**config.mk**
```make
export PLATFORM = sky130hd
export DESIGN_NAME = format_string_decimal_printer
export DESIGN_NICKNAME = d
export VERILOG_FILES = /design/src/design/fsdp_pkg.sv /design/src/design/fsdp_bcd.sv /design/src/design/format_string_decimal_printer.sv
export SDC_FILE = /design/constraint.sdc
export NUM_CORES = 1
export LEC_CHECK = 0
export ABC_CLOCK_PERIOD_IN_PS = 4400
export BUFFER_PORTS_ARGS = -buffer_cell sky130_fd_sc_hd__buf_2
export CAP_MARGIN = 20
export CORE_ASPECT_RATIO = 1.75
export CORE_UTILIZATION = 58
export CTS_CLUSTER_SIZE = 30
export DETAILED_ROUTE_END_ITERATION = 12
export HOLD_SLACK_MARGIN = 0.08
export PLACE_DENSITY = 0.75
export SYNTH_ARGS = -nofsm -noshare
export SYNTH_HDL_FRONTEND = slang
export SYNTH_SLANG_ARGS = --single-unit
```
**constraint.sdc**
```tcl
create_clock -name clk -period 4.4 [get_ports clk]
set_input_delay 1.32 -clock clk [delete_from_list [all_inputs] [get_ports clk]]
set_output_delay 1.32 -clock clk [all_outputs]
set_load 0.02 [all_outputs]
```
**src/design/fsdp_pkg.sv**
```systemverilog
// Shared definitions for the printf-style decimal formatter.
// Character codes, controller state type, the link structs between the
// controller and the serial BCD converter, and the digit-count helper.
package fsdp_pkg;

	localparam int VALUE_WIDTH_DEF = 32;
	localparam int ARG_WIDTH       = 32;
	localparam int CHAR_WIDTH      = 8;

	localparam logic [7:0] CH_NUL     = 8'h00;
	localparam logic [7:0] CH_PERCENT = 8'h25;
	localparam logic [7:0] CH_D       = 8'h64;
	localparam logic [7:0] CH_MINUS   = 8'h2D;
	localparam logic [7:0] CH_ZERO    = 8'h30;

	typedef enum logic [2:0] {
		ST_IDLE,
		ST_CONV,
		ST_SIGN,
		ST_SKIP,
		ST_DIGIT
	} fsdp_state_t;

	typedef struct packed {
		logic load;
		logic shift_digit;
	} bcd_ctrl_t;

	typedef struct packed {
		logic busy;
	} bcd_stat_t;

	// Decimal digits needed for an unsigned magnitude of the given width:
	// floor(width * log10(2)) + 1.
	function automatic int digit_count(input int width);
		return (width * 30103) / 100000 + 1;
	endfunction

endpackage

```
**src/design/fsdp_bcd.sv**
```systemverilog
// Bit-serial binary to BCD converter (shift and add-3) with a digit-wide
// output shifter. Depends on fsdp_pkg for the control structs and digit count.
module fsdp_bcd #(
	parameter int VALUE_WIDTH = fsdp_pkg::VALUE_WIDTH_DEF
) (
	input  logic                    clk,
	input  logic                    arst_n,
	input  fsdp_pkg::bcd_ctrl_t     ctrl,
	input  logic [VALUE_WIDTH-1:0]  mag,
	output fsdp_pkg::bcd_stat_t     stat,
	output logic [3:0]              digit
);
	import fsdp_pkg::*;

	localparam int ND = digit_count(VALUE_WIDTH);
	localparam int CW = $clog2(VALUE_WIDTH + 1);

	logic [VALUE_WIDTH-1:0] bin_q;
	logic [4*ND-1:0]        bcd_q;
	logic [4*ND-1:0]        bcd_adj;
	logic [CW-1:0]          cnt_q;

	// Every BCD digit of five or more gets three added before the shift.
	always_comb begin
		for (int i = 0; i < ND; i++) begin
			if (bcd_q[4*i +: 4] >= 4'd5) begin
				bcd_adj[4*i +: 4] = bcd_q[4*i +: 4] + 4'd3;
			end else begin
				bcd_adj[4*i +: 4] = bcd_q[4*i +: 4];
			end
		end
	end

	always_ff @(posedge clk or negedge arst_n) begin
		if (!arst_n) begin
			cnt_q <= '0;
		end else if (ctrl.load) begin
			cnt_q <= CW'(VALUE_WIDTH);
		end else if (cnt_q != '0) begin
			cnt_q <= cnt_q - CW'(1);
		end
	end

	always_ff @(posedge clk) begin
		if (ctrl.load) begin
			bin_q <= mag;
			bcd_q <= '0;
		end else if (cnt_q != '0) begin
			bin_q <= {bin_q[VALUE_WIDTH-2:0], 1'b0};
			bcd_q <= {bcd_adj[4*ND-2:0], bin_q[VALUE_WIDTH-1]};
		end else if (ctrl.shift_digit) begin
			bcd_q <= {bcd_q[4*ND-5:0], 4'b0000};
		end
	end

	assign stat.busy = (cnt_q != '0);
	assign digit     = bcd_q[4*ND-1 -: 4];

endmodule

```
**src/design/format_string_decimal_printer.sv**
```systemverilog
// Top level of the printf "%d" formatter: format byte parser, controller
// and output register. Depends on fsdp_pkg and instantiates fsdp_bcd.
//
//  Channel  | Direction | tdata (low bit up)                 | tlast
//  ---------+-----------+------------------------------------+----------------------
//  s_axis   | in        | fmt_char[7:0], arg_value[39:8]     | -
//  m_axis   | out       | out_char[7:0]                      | last char of the item
//
// An ordinary byte is echoed with tlast set. A '%', a NUL or a swallowed
// byte gives no transaction. A byte that completes "%d" is accepted and
// runs through the serial BCD loop; then a minus sign is emitted for a
// negative value, leading zeros are skipped one at a time, and each
// remaining digit is emitted as one character.
// Reset clears the pending '%' flag and the controller; there is no clearing
// pass. A stalled m_axis holds the current character and stops the emitter;
// s_axis_tready stays low until the previous item is fully handed over.
module format_string_decimal_printer #(
	parameter int VALUE_WIDTH = fsdp_pkg::VALUE_WIDTH_DEF
) (
	input  logic        clk,
	input  logic        arst_n,
	input  logic        s_axis_tvalid,
	output logic        s_axis_tready,
	input  logic [39:0] s_axis_tdata,   // fmt_char[7:0], arg_value[39:8]
	output logic        m_axis_tvalid,
	input  logic        m_axis_tready,
	output logic [7:0]  m_axis_tdata,   // out_char[7:0]
	output logic        m_axis_tlast    // last
);
	import fsdp_pkg::*;

	localparam int ND = digit_count(VALUE_WIDTH);
	localparam int DW = $clog2(ND + 1);

	fsdp_state_t st_q, st_d;

	logic                   pend_q;
	logic                   neg_q;
	logic [DW-1:0]          dig_q;
	logic                   m_valid_q;
	logic [7:0]             m_data_q;
	logic                   m_last_q;

	logic [7:0]             fmt;
	logic [ARG_WIDTH-1:0]   arg;
	logic [VALUE_WIDTH-1:0] raw;
	logic [VALUE_WIDTH-1:0] mag;
	logic                   slot_free;
	logic                   accept;
	logic                   start_dec;
	logic                   echo;
	logic                   skip_zero;
	logic                   emit;
	logic [7:0]             emit_char;
	logic                   emit_last;
	logic [3:0]             digit;
	bcd_ctrl_t              ctrl;
	bcd_stat_t              stat;

	assign fmt = s_axis_tdata[7:0];
	assign arg = s_axis_tdata[39:8];

	// The argument is read as a VALUE_WIDTH-bit two's complement value;
	// bits above the 32 that arrive are zero.
	generate
		if (VALUE_WIDTH > ARG_WIDTH) begin : g_wide
			assign raw = {{(VALUE_WIDTH-ARG_WIDTH){1'b0}}, arg};
		end else begin : g_narrow
			assign raw = arg[VALUE_WIDTH-1:0];
		end
	endgenerate

	// The most negative value negates to itself, which read as unsigned is
	// its true magnitude.
	assign mag = raw[VALUE_WIDTH-1] ? (~raw + VALUE_WIDTH'(1)) : raw;

	assign slot_free     = !m_valid_q || m_axis_tready;
	assign s_axis_tready = (st_q == ST_IDLE) && slot_free;
	assign accept        = s_axis_tvalid && s_axis_tready;
	assign start_dec     = accept && (fmt != CH_NUL) && pend_q && (fmt == CH_D);
	assign echo          = accept && (fmt != CH_NUL) && !pend_q && (fmt != CH_PERCENT);

	// A leading zero is dropped unless it is the only digit left.
	assign skip_zero = (digit == 4'd0) && (dig_q > DW'(1));

	always_comb begin
		st_d = st_q;
		case (st_q)
			ST_IDLE: begin
				if (start_dec) st_d = ST_CONV;
			end
			ST_CONV: begin
				if (!stat.busy) st_d = neg_q ? ST_SIGN : ST_SKIP;
			end
			ST_SIGN: begin
				if (slot_free) st_d = ST_SKIP;
			end
			ST_SKIP: begin
				if (!skip_zero) st_d = ST_DIGIT;
			end
			ST_DIGIT: begin
				if (slot_free && dig_q == DW'(1)) st_d = ST_IDLE;
			end
			default: st_d = ST_IDLE;
		endcase
	end

	always_comb begin
		ctrl.load        = start_dec;
		ctrl.shift_digit = 1'b0;
		emit             = 1'b0;
		emit_char        = CH_NUL;
		emit_last        = 1'b0;
		case (st_q)
			ST_IDLE: begin
				if (echo) begin
					emit      = 1'b1;
					emit_char = fmt;
					emit_last = 1'b1;
				end
			end
			ST_SIGN: begin
				if (slot_free) begin
					emit      = 1'b1;
					emit_char = CH_MINUS;
				end
			end
			ST_SKIP: begin
				ctrl.shift_digit = skip_zero;
			end
			ST_DIGIT: begin
				if (slot_free) begin
					emit             = 1'b1;
					emit_char        = CH_ZERO + {4'b0000, digit};
					emit_last        = (dig_q == DW'(1));
					ctrl.shift_digit = 1'b1;
				end
			end
			default: begin
			end
		endcase
	end

	always_ff @(posedge clk or negedge arst_n) begin
		if (!arst_n) begin
			st_q      <= ST_IDLE;
			pend_q    <= 1'b0;
			m_valid_q <= 1'b0;
		end else begin
			st_q <= st_d;
			if (accept) begin
				if (fmt == CH_NUL || pend_q) begin
					pend_q <= 1'b0;
				end else if (fmt == CH_PERCENT) begin
					pend_q <= 1'b1;
				end
			end
			if (emit) begin
				m_valid_q <= 1'b1;
			end else if (m_axis_tready) begin
				m_valid_q <= 1'b0;
			end
		end
	end

	always_ff @(posedge clk) begin
		if (start_dec) begin
			neg_q <= raw[VALUE_WIDTH-1];
			dig_q <= DW'(ND);
		end else if (ctrl.shift_digit) begin
			dig_q <= dig_q - DW'(1);
		end
		if (emit) begin
			m_data_q <= emit_char;
			m_last_q <= emit_last;
		end
	end

	fsdp_bcd #(
		.VALUE_WIDTH(VALUE_WIDTH)
	) u_bcd (
		.clk   (clk),
		.arst_n(arst_n),
		.ctrl  (ctrl),
		.mag   (mag),
		.stat  (stat),
		.digit (digit)
	);

	assign m_axis_tvalid = m_valid_q;
	assign m_axis_tdata  = m_data_q;
	assign m_axis_tlast  = m_last_q;

	// No new item is taken while a conversion or its emission is under way.
	a_ready_idle: assert property (@(posedge clk) disable iff (!arst_n)
		(st_q != ST_IDLE) |-> !s_axis_tready)
		else $error("input accepted outside idle");

	// A completed "%d" starts the serial converter at once.
	a_conv_start: assert property (@(posedge clk) disable iff (!arst_n)
		start_dec |=> (st_q == ST_CONV) && stat.busy)
		else $error("conversion did not start");

	// The digit counter never runs out while digits are still emitted.
	a_dig_nonzero: assert property (@(posedge clk) disable iff (!arst_n)
		(st_q == ST_SKIP || st_q == ST_DIGIT) |-> (dig_q != '0))
		else $error("digit counter underflow");

	// The final digit carries tlast and returns the controller to idle.
	a_last_digit: assert property (@(posedge clk) disable iff (!arst_n)
		(st_q == ST_DIGIT && emit && dig_q == DW'(1)) |=>
		(st_q == ST_IDLE) && m_axis_tvalid && m_axis_tlast)
		else $error("last digit not flagged");

endmodule
```
==> results.py <==
metrics = {
    "power": {
        "p_total_w": 0.004235,
        "p_leak_nw": 2.628,
        "ir_drop_mv": 0.3205,
        "power_density_nw_per_um2": 660.2,
    },
    "timing": {
        "worst_slack_ns": 0.9901,
        "rsz0062_at_grt": "false",
        "hold_viol": 0,
        "slew_viol_final": 0,
        "fin_crit_ns": 3.410,
        "finClkSkew_ns": 0.006435,
        "setup_viol": 0,
        "tns_ns": 0,
        "relSlewSlack": 0.4779,
        "tightest_slew_ns": 0.7831,
        "period_share": 0.7750,
        "fmax_ghz": 0.2933,
    },
    "synth": {
        "synthFlopType": "dfxtp_1",
        "ys_warn_count": 0,
        "syn_avg_cell_area_um2": 8.794,
        "synthDistinctLibCells": 54,
        "synthesis.area_um2": 5866,
        "netlist_instances": 667,
        "ys_ff_latch": 97,
        "synth-edff-count": 42,
        "async_flop_share": 0.1134,
        "seq_area_frac_synth": 0.4121,
        "syn_nets": 737,
    },
    "min_path": {
        "hold-path-endpoint": "u_bcd.bcd_q[5]",
        "hp-start": "u_bcd.bcd_q[1]",
        "hold_path_class": "flop to flop",
        "min_path_cells": 2,
    },
    "routing": {
        "drcViolationCount": 0,
        "drt_pass1_iterations": 4,
        "top_layer": "met4",
        "vias": 4931,
        "final_antenna_net_count": 0,
        "drt_iter0_drc": 219,
        "via_per_inst": 5.970,
        "dr_wl_met3_um": 299,
        "wl_met1_mm": 4.711,
        "detail_route.wl_per_cell_um": 14.55,
        "wl_met2_mm": 6.743,
        "wirelength_mm": 12.02,
    },
    "setup_path": {
        "r2r-start": "u_bcd.cnt_q[2]",
        "r2r_end": "u_bcd.bcd_q[15]",
        "critPathKind": "input port to flop",
        "reg2regPathDepth": 5,
        "r2r_slack_ns": 1.84,
        "worstPathRequired_ns": 4.47,
        "cp-end-kind": "flop",
        "cp.buffers_inverters": 2,
        "crit_chain": "buf_2 > inv_1 > ha_1 > or3b_1 > or4_1 > o41ai_2 > xor2_1 > o21ai_1",
        "crit_path_start": "s_axis_tdata[8]",
        "start_kind": "input port",
        "cpPeakStageDelay_ns": 0.72,
        "worstPathMaxFanout": 10,
        "crit_slowest_cell": "or4_1",
        "cp_top_family": "simple AND/OR/NAND/NOR gates",
        "cp.arrival_ns": 3.48,
    },
    "die": {
        "die-area_um2": 10540,
        "core_region_area_um2": 9849,
        "pin_count": 55,
        "num_rows": 48,
        "die_w_um": 78.02,
        "die_height_um": 135.0,
        "initial_core_util": 0.5955,
    },
    "place": {
        "hpwl_mm": 8.475,
        "routabilityCongestion": 0.7963,
        "place_ws_ns": 0.6316,
        "port_buffers": 54,
        "place_area_um2": 6130,
    },
    "cells_and_area": {
        "diodes": 0,
        "synthToLayoutAreaGrowth_pct": 9.343,
        "drive_above_1_share": 0.1312,
        "final_core_util": 0.6512,
        "layout.nets": 766,
        "finalInstanceArea_um2": 6414,
    },
    "cts": {
        "cts_buffers": 9,
        "cts_tree": "yes",
        "clk_pin_slew_worst_paths_ns": 0.06,
        "clock_latency_ns": 0.34,
        "cts_setup_buffers": 0,
        "htree_levels": 3,
        "numClockSinks": 97,
        "cts_buffer_depth": 2,
        "cts_resized": 0,
        "cts-root-buf": "clkbuf_16",
        "cts_hold_buf": 0,
    },
    "global_routing": {
        "grt_pass1_vias": 4937,
        "gr-usage-all-layers": 0.2438,
        "overflow": 0,
        "grt_max_degree": 88,
        "grt_pass1_wl_mm": 20.63,
        "antenna_found_initial": 0,
    },
    "outcome": {
        "status": "finished, final reports clean",
    },
    "job": {
        "drv_cap": 0,
    },
}
-- power by group --
group	internal, W	total (W)	switching, W
combinational	0.000780	0.00174	0.000964
sequential	0.00139	0.00174	0.000352
clock	0.000426	0.000751	0.000325
-- cells in the final DEF, fill, tap and decap left out, drive strengths merged, types with 3 or more instances in the layout --
master,count
o41ai,9
inv,27
or4,9
and2,4
a31oi,17
a21oi,19
nor2,28
a311oi,18
clkbuf,14
edfxtp,42
o21ai,79
dfrtp,11
nand3,3
mux2i,3
a221o,3
dfxtp,44
and3,3
o31ai,12
buf,61
nand2b,24
or2,4
xnor2,13
nor3b,10
or3,7
nor3,9
xor2,32
a211oi,19
ha,26
nand2,127
-- sequential cells by signal (all words and copies together) (netlist names) --
signal         count
dig_q              4
m_axis_tdata       8
m_axis_tlast       1
m_axis_tvalid      1
neg_q              1
pend_q             1
st_q               3
u_bcd.bcd_q       40
u_bcd.bin_q       32
u_bcd.cnt_q        6
-- worst min-delay path: stages (launching register included) --
cell	delay (ns)
dfxtp_1	0.34
nand2_1	0.06
a31oi_1	0.07
-- per-stage QoR --
stage	std cells	hold WS, ns
2_1_floorplan	667	0.4605
3_3_place_gp	810	0.4765
3_5_place_dp	810	0.5006
4_1_cts	826	0.5118
5_1_grt	826	0.5477
6_report	826	0.5098
-- how the worst max path moves through the flow --
stage                 endpoint  slack (ns)  depth (start not counted)
2_1_floorplan   u_bcd.bin_q[0]        0.49                          6
5_1_grt        u_bcd.bin_q[30]        0.87                          8
4_1_cts        u_bcd.bin_q[24]        0.99                          8
3_5_place_dp   u_bcd.bin_q[24]        0.63                          8
3_3_place_gp   u_bcd.bin_q[22]        0.70                          8
6_report       u_bcd.bin_q[24]        0.99                          8
-- area by class of cell --
class                           count  area (um^2)
Fill cell                         869         3436
Multi-Input combinational cell    500         3132
Sequential cell                    97         2417
Timing Repair Buffer               61        322.8
Clock buffer                       14        271.5
Tap cell                          125        156.4
Inverter                           27        101.3
Clock inverter                      2        12.51
-- layer usage --
layer | track usage | up-vias
li1 | - | 2442
met1 | 0.2398 | 2374
met2 | 0.4862 | 92
met3 | 0.03041 | 23
met4 | 0.1214 | 0
met5 | 0 | -
-- logic make-up after synthesis --
family / synth area share
AOI/OAI and AO/OA: 0.2105
xor gates and xnor gates: 0.06719
adders and majority gates: 0.05546
buffers and inverters: 0.05482
DFF: 0.4121
muxes: 0.005120
and+or+nand+nor: 0.1947
-- synth_stat cells, types with 3 or more instances --
cell,number,area (um^2)
clkbuf_1,29,108.9
or3_1,6,37.54
o41ai_2,3,48.80
a311oi_1,18,157.7
nor2_1,28,105.1
o21ai_0,71,355.3
a31oi_1,17,106.4
dfxtp_1,44,880.8
and3_1,3,18.77
or4_1,7,52.55
buf_1,3,11.26
nand3_1,3,15.01
nor3b_1,10,75.07
o21ai_1,8,40.04
buf_6,3,33.78
clkbuf_8,3,41.29
dfrtp_1,11,275.3
o31ai_1,12,90.09
xnor2_1,13,113.9
nor3_1,9,45.04
inv_1,27,101.4
buf_2,5,25.02
mux2i_1,3,30.03
nand2_1,127,476.7
xor2_1,32,280.3
or2_2,4,25.02
a21oi_1,19,95.09
o41ai_1,5,43.79
ha_1,26,325.3
and2_1,4,25.02
edfxtp_1,42,1261
a221o_1,3,30.03
a211oi_1,19,142.6
nand2b_1,24,150.1
Power figures use the tool's default switching activity.
